`src/design/swmf_pkg.sv`:
```
`default_nettype none

package swmf_pkg;

   localparam int SAMPLE_W = 32;
   localparam int CSR_W = 7;
   localparam logic [CSR_W-1:0] WINDOW_SIZE_RESET = 7'd3;

   // Broadcast from the controller to every cell of the sorted chain.
   typedef struct packed {
      logic                       load;
      logic                       drop;
      logic signed [SAMPLE_W-1:0] sample;
   } cell_ctrl_type;

endpackage

`default_nettype wire

```
`src/design/swmf_cell.sv`:
```
`default_nettype none

module swmf_cell #(
   parameter int INDEX = 0,
   parameter int AW = 6,
   parameter int FW = 7
) (
   input  wire                                 clock,
   input  swmf_pkg::cell_ctrl_type             ctrl,
   input  wire  [FW-1:0]                       fill,
   input  wire  [AW-1:0]                       tag,
   input  wire  [AW-1:0]                       new_age,
   // left neighbor, after removal of the dropped entry
   input  wire  signed [swmf_pkg::SAMPLE_W-1:0] left_s_value,
   input  wire  [AW-1:0]                       left_s_age,
   input  wire                                 left_les,
   input  wire                                 left_dropa,
   // right neighbor, stored contents
   input  wire  signed [swmf_pkg::SAMPLE_W-1:0] right_value,
   input  wire  [AW-1:0]                       right_age,
   input  wire                                 right_le,
   output logic signed [swmf_pkg::SAMPLE_W-1:0] value,
   output logic [AW-1:0]                       age,
   output logic                                le,
   output logic                                dropa,
   output logic signed [swmf_pkg::SAMPLE_W-1:0] s_value,
   output logic [AW-1:0]                       s_age,
   output logic                                les
);

   logic signed [swmf_pkg::SAMPLE_W-1:0] value_ff;
   logic signed [swmf_pkg::SAMPLE_W-1:0] value_in;
   logic [AW-1:0]                       age_ff;
   logic [AW-1:0]                       age_in;
   logic                                valid;
   logic                                match;

   always_comb begin
      valid = FW'(INDEX) < fill;
      // entry sits at or below the new sample in sorted order
      le = valid && !(ctrl.sample < value_ff);
      match = ctrl.drop && valid && (age_ff == tag);
      dropa = left_dropa || match;
      // view of the row with the oldest entry removed
      s_value = dropa ? right_value : value_ff;
      s_age = dropa ? right_age : age_ff;
      les = dropa ? right_le : le;
      // insert: keep, take the sample, or take the left neighbor
      if (les) begin
         value_in = s_value;
         age_in = s_age;
      end else if (left_les) begin
         value_in = ctrl.sample;
         age_in = new_age;
      end else begin
         value_in = left_s_value;
         age_in = left_s_age;
      end
      value = value_ff;
      age = age_ff;
   end

   always_ff @(posedge clock) begin
      if (ctrl.load) begin
         value_ff <= value_in;
         age_ff <= age_in;
      end
   end

endmodule

`default_nettype wire

```
`config.mk`:
```
export PLATFORM = sky130hd
export DESIGN_NAME = swmf_cell
export DESIGN_NICKNAME = d
export VERILOG_FILES = /design/src/design/swmf_pkg.sv /design/src/design/swmf_cell.sv
export SDC_FILE = /design/constraint.sdc
export NUM_CORES = 1
export LEC_CHECK = 0
export BUFFER_PORTS_ARGS = -buffer_cell sky130_fd_sc_hd__buf_2
export CAP_MARGIN = 15
export CORE_MARGIN = 5
export CORE_UTILIZATION = 31
export CTS_BUF_LIST = sky130_fd_sc_hd__clkbuf_8 sky130_fd_sc_hd__clkbuf_16
export DETAILED_ROUTE_END_ITERATION = 8
export HOLD_SLACK_MARGIN = 0.15
export PLACE_DENSITY = 0.66
export SETUP_SLACK_MARGIN = 0.3
export SKIP_CTS_REPAIR_TIMING = 1
export SYNTH_ARGS = -nofsm -noshare
export SYNTH_HDL_FRONTEND = slang
export SYNTH_SLANG_ARGS = --single-unit
```
`constraint.sdc`:
```
create_clock -name clock -period 2.45 [get_ports clock]
set_input_delay 0.3675 -clock clock [delete_from_list [all_inputs] [get_ports clock]]
set_output_delay 0.3675 -clock clock [all_outputs]
set_load 0.005 [all_outputs]
```
==> out/results.ini, run 1 <==
[sta]
finalWorstSetupSlack_ns=-0.3898
final-setup-viol-count=40
period_share=1.159
hold_violations=0
tns_ns=-10.85
fmax_mhz=352.1
drv_slew=0
rsz0062_at_grt=true
finalCriticalPeriod_ns=2.840
relSlewSlack=0.5523
clock-skew-final_ns=0.007651
tightest_slew_ns=0.6715

[synth]
muxShareOfSynthArea=0.3747
yosys.area.top_type=mux2_2
seq_area_frac_synth=0.3331
synthXorXnorAreaFrac=0.01790
synth_cells=295
syn-num-nets=459
yosys.cell_types.count=31
avgSynthCellArea_sq_um=11.61
synth_compound_area_frac=0.05698
yosys-top-cells-area=mux2_2, edfxtp_1, ha_1
synth_top_area_frac=0.3451
yosys_warnings=0
ys.flop_type=edfxtp_1
synth_edf_count=38
synthSimpleGateAreaFrac=0.04675
synthesis.area_sq_mm=0.003426
ys_async_sr_fraction=0
synth_fa_ha_area_frac=0.1132
ys_seq_elements=38
synth_top_family_by_area=multiplexers

[final_layout]
multi_input_area_sq_mm=0.002447
final_cells=709
post_route_cells_drive_above_1_share=0.7276
regArea_sq_mm=0.001141
area_delta_synth_final_pct=74.11
nets=734
n_antenna_cell=0
final_cell_mix=buf_2, mux2_4, buf_6, buf_4, mux2_2
final_common_cell=buf_2
design_area_sq_mm=0.005964
nFillCells=938

[route]
routed_wl_mm=12.46
drt_iter0_drc=98
post_drt_wl_per_cell_microns=17.58
firstDrtPassIters=4
drtAntennaViolNets=0
num_vias=3355
viasPerCell=4.732
drc=0

[floorplanning]
die-width_microns=115.1
die-area_sq_mm=0.01325
start_util=0.3160
die-height_microns=115.1
io-pin-count=212
fp-row-count=38
core_area_sq_mm=0.01084

[placement]
finalWeightedCongestion=0.8104
hpwl_mm=8.631
dp.cells=673
place_area_sq_mm=0.004913
io_buffers=211

[global_routing]
grt-ovfl-total=0
grt_pass1_vias=3364
grt_max_degree=39
grt_usage=0.1495
antenna_found_initial=0
grt_pass1_wl_mm=15.71

[clock_tree]
htreeDepth=2
clock_path_buffers=2
path_clk_slew_ns=0.08
clkLatencyLatePin_ns=0.29
cts_tree=done
cts_buffers=5
cts_sinks=38
cts_root_buf=clkbuf_8

[critical_path]
reg2regPathDepth=12
timing.rr.end=value[31]
crit_path_start=value[6]
start_kind=flop
ff2ff_setup_slack_ns=-0.31
critPathArrivalTime_ns=2.47
critPathMaxFanout=2
worstReg2RegStart=value[6]
worst-setup-path-type=flop to output port
end_kind=output port
crit_path_end=le
cp.required_ns=2.08

[power_and_ir_drop]
leakage_nw=3.049
ir_worst_vdd_uv=216.8
powerDensity_mw_per_mm2=459.8

[hold_path]
min_path_type=input port to flop

[job]
maxCapViolCount=0

[outcome]
status=finished with violations
violations=setup timing

routing by layer:
metal / share of wire / global-route usage / vias to the layer above
li1: - / - / 1636
met1: 0.41 / 0.1715 / 1583
met2: 0.51 / 0.2797 / 129
met3: 0.065 / 0.03474 / 7
met4: 0.0090 / 0.03443 / 0
met5: 0 / 0 / -
worst min-delay path by stage:
stage / start / to / slack (ns) / depth (start not counted)
floorplan: ctrl[33] / age[0] / 0.48 / 0
global placement: value[29] / value[29] / 0.73 / 2
detailed placement: value[24] / value[24] / 0.75 / 2
CTS: left_s_value[24] / value[24] / 0.47 / 3
global route: new_age[3] / age[3] / 0.49 / 3
finish: left_s_value[15] / value[15] / 0.51 / 3
layout make-up:
class | instances | share of cell area
well taps | 140 | 0.02937
clock buffers | 5 | 0.01154
flip-flops and latches | 38 | 0.1913
clock inverters | 1 | 0.0006293
inverters | 33 | 0.02077
repair buffers | 280 | 0.3361
multi-input cells | 212 | 0.4103
worst max-delay path: stages, from the launching register on:
cell and delay (ns):
edfxtp_1 0.36, inv_1 0.07, ha_4 0.27, and3_4 0.18
o211ai_1 0.08, o211a_1 0.27, o311ai_4 0.29, a21oi_2 0.13
buf_4 0.16, xnor2_2 0.13, a21oi_1 0.11, buf_2 0.12
state kept, by name, summed over array words and instances, names as in the netlist:
signal,flops
age,6
value,32
through the flow:
step	hold WS (ns)	worst slack, ns	total power, mW	util
after floorplan	0.4800	-0.06142	1.414	-
final	0.5059	-0.3898	2.743	0.5502
after global routing	0.4893	-0.5330	2.922	0.5502
after detailed placement	0.7474	-0.4376	1.896	0.4533
after global placement	0.7279	-0.3230	1.870	0.4533
after CTS	0.4708	-0.5823	2.325	0.4599
cells in the mapped netlist, types with 2 or more instances:
cell type / n
nand2_1: 13
nor2b_1: 2
a21oi_1: 13
o211ai_1: 2
buf_2: 4
and4_1: 4
mux2_1: 9
nor2_1: 5
mux2_2: 105
edfxtp_1: 38
o21ai_0: 5
buf_4: 2
clkbuf_1: 4
inv_1: 33
buf_6: 2
ha_1: 31
a211oi_1: 2
nand3_1: 2
xor2_1: 3
nor3_1: 2
xnor2_1: 4
cell families after synthesis:
| family | Yosys count |
|---|---|
| multiplexers | 114 |
| buffers and inverters | 45 |
| flip-flops | 38 |
| adder cells (fa/ha/maj) | 31 |
| AND/OR/NAND/NOR | 31 |
| AO/OA/AOI/OAI | 29 |
| XOR/XNOR | 7 |
where the power goes:
group	switching, mW	leakage [nW]	internal, mW	total [mW]
logic	0.553	2.64	0.907	1.46
clock network	0.224	0.0375	0.186	0.410
registers	0.0481	0.372	0.825	0.873
(Power assumes the default switching activity.)
==> inputs of run 2 (changes only) <==
==> constraint.sdc (replaced) <==
create_clock -name clock -period 2.45 [get_ports clock]
set_input_delay 0.3675 -clock clock [delete_from_list [all_inputs] [get_ports clock]]
set_output_delay 0.3675 -clock clock [all_outputs]
set_load 0.01 [all_outputs]
==> out/results.ini, run 2 (synthesis gave the netlist of run 1 again) <==
[outcome]
status=finished with violations
violations=setup timing

[placement]
dp_slack_ns=-0.4680
place_area_sq_mm=0.004967
io_buffers=211
dp.cells=674
finalWeightedCongestion=0.7582
hpwl_mm=8.523

[critical_path]
end_kind=output port
worst-setup-path-type=flop to output port
cp.required_ns=2.08
critPathArrivalTime_ns=2.44
ff2ff_setup_slack_ns=-0.30
crit_path_start=value[6]
worstReg2RegStart=value[6]
start_kind=flop
crit_path_end=le
reg2regPathDepth=12
critPathMaxFanout=2
timing.rr.end=value[22]

[floorplanning]
fp-row-count=38
core_area_sq_mm=0.01084
die-area_sq_mm=0.01325
start_util=0.3160
die-height_microns=115.1
io-pin-count=212
die-width_microns=115.1

[sta]
finalCriticalPeriod_ns=2.808
fmax_mhz=356.2
final-setup-viol-count=66
period_share=1.146
rsz0062_at_grt=true
tightest_slew_ns=0.6174
relSlewSlack=0.5884
drv_slew=0
finalWorstSetupSlack_ns=-0.3576
holdWs_ns=0.4931
hold_violations=0
clock-skew-final_ns=0.009751

[global_routing]
grt-ovfl-total=0
grt_pass1_wl_mm=15.39
grt_max_degree=39
antenna_found_initial=0
grt_pass1_vias=3296
grt_usage=0.1449

[clock_tree]
clock_path_buffers=2
clkLatencyLatePin_ns=0.30
htreeDepth=2
cts_buffers=5
cts_tree=done
path_clk_slew_ns=0.08
cts_sinks=38
cts_root_buf=clkbuf_8

[final_layout]
n_antenna_cell=0
post_route_cells_drive_above_1_share=0.7252
area_delta_synth_final_pct=72.13
final_cell_mix=buf_2, mux2_4, mux2_2
design_area_sq_mm=0.005897
largest_reg_flops=32
final_common_cell=buf_2
nets=728
final_cells=704

[hold_path]
min_path_type=input port to flop

[route]
drtAntennaViolNets=0
num_vias=3343
post_drt_wl_per_cell_microns=16.76
drc=0
drt_iter0_drc=103
viasPerCell=4.749
routed_wl_mm=11.80
firstDrtPassIters=4

[power_and_ir_drop]
leakage_nw=2.995
ir_worst_vdd_uv=234.9
powerDensity_mw_per_mm2=466.8

[job]
maxCapViolCount=0

run 2: per-layer routing:
layer | wire length, microns | GRT usage
met1 | 4821 | 0.1665
met2 | 5914 | 0.2616
met3 | 906 | 0.04158
met4 | 158 | 0.04069
met5 | 0 | 0
run 2: cell type report:
cell class | count | area (sq um)
Multi-Input combinational cell | 212 | 2417
Sequential cell | 38 | 1141
Fill cell | 927 | 4943
Clock inverter | 2 | 7.507
Timing Repair Buffer | 274 | 1961
Clock buffer | 5 | 68.82
Inverter | 33 | 126.4
Tap cell | 140 | 175.2
run 2: worst max-delay path: stages, from the launching register on:
cell and delay (ns):
edfxtp_1 0.38, inv_2 0.05, ha_4 0.26, and3_4 0.17, o211ai_1 0.08, o211a_1 0.23
o311ai_2 0.23, buf_4 0.17, a21oi_4 0.07, buf_6 0.13, xnor2_2 0.12, a21oi_2 0.10
buf_2 0.14
run 2: worst min-delay path by stage:
stage,from,end,slack [ns],cells past startpoint
after global placement,value[27],value[27],0.74,2
after global routing,left_s_value[4],value[4],0.49,3
after detailed placement,value[28],value[28],0.76,2
final,new_age[2],age[2],0.49,3
after CTS,left_s_value[29],value[29],0.48,3
after floorplan,ctrl[33],age[0],0.48,0
run 2: per-stage QoR:
stage | power [mW] | utilization | setup TNS [ns]
floorplan | 1.509 | - | -1.559
global placement | 1.969 | 0.4582 | -15.15
detailed placement | 1.992 | 0.4582 | -17.67
CTS | 2.420 | 0.4653 | -20.47
global route | 2.921 | 0.5440 | -19.23
finish | 2.753 | 0.5440 | -12.36
run 2: report_power, final:
part	internal (mW)	switching (mW)	leakage [nW]	total, mW
Combinational	0.872	0.584	2.58	1.46
Clock	0.188	0.234	0.0466	0.422
Sequential	0.825	0.0497	0.372	0.875
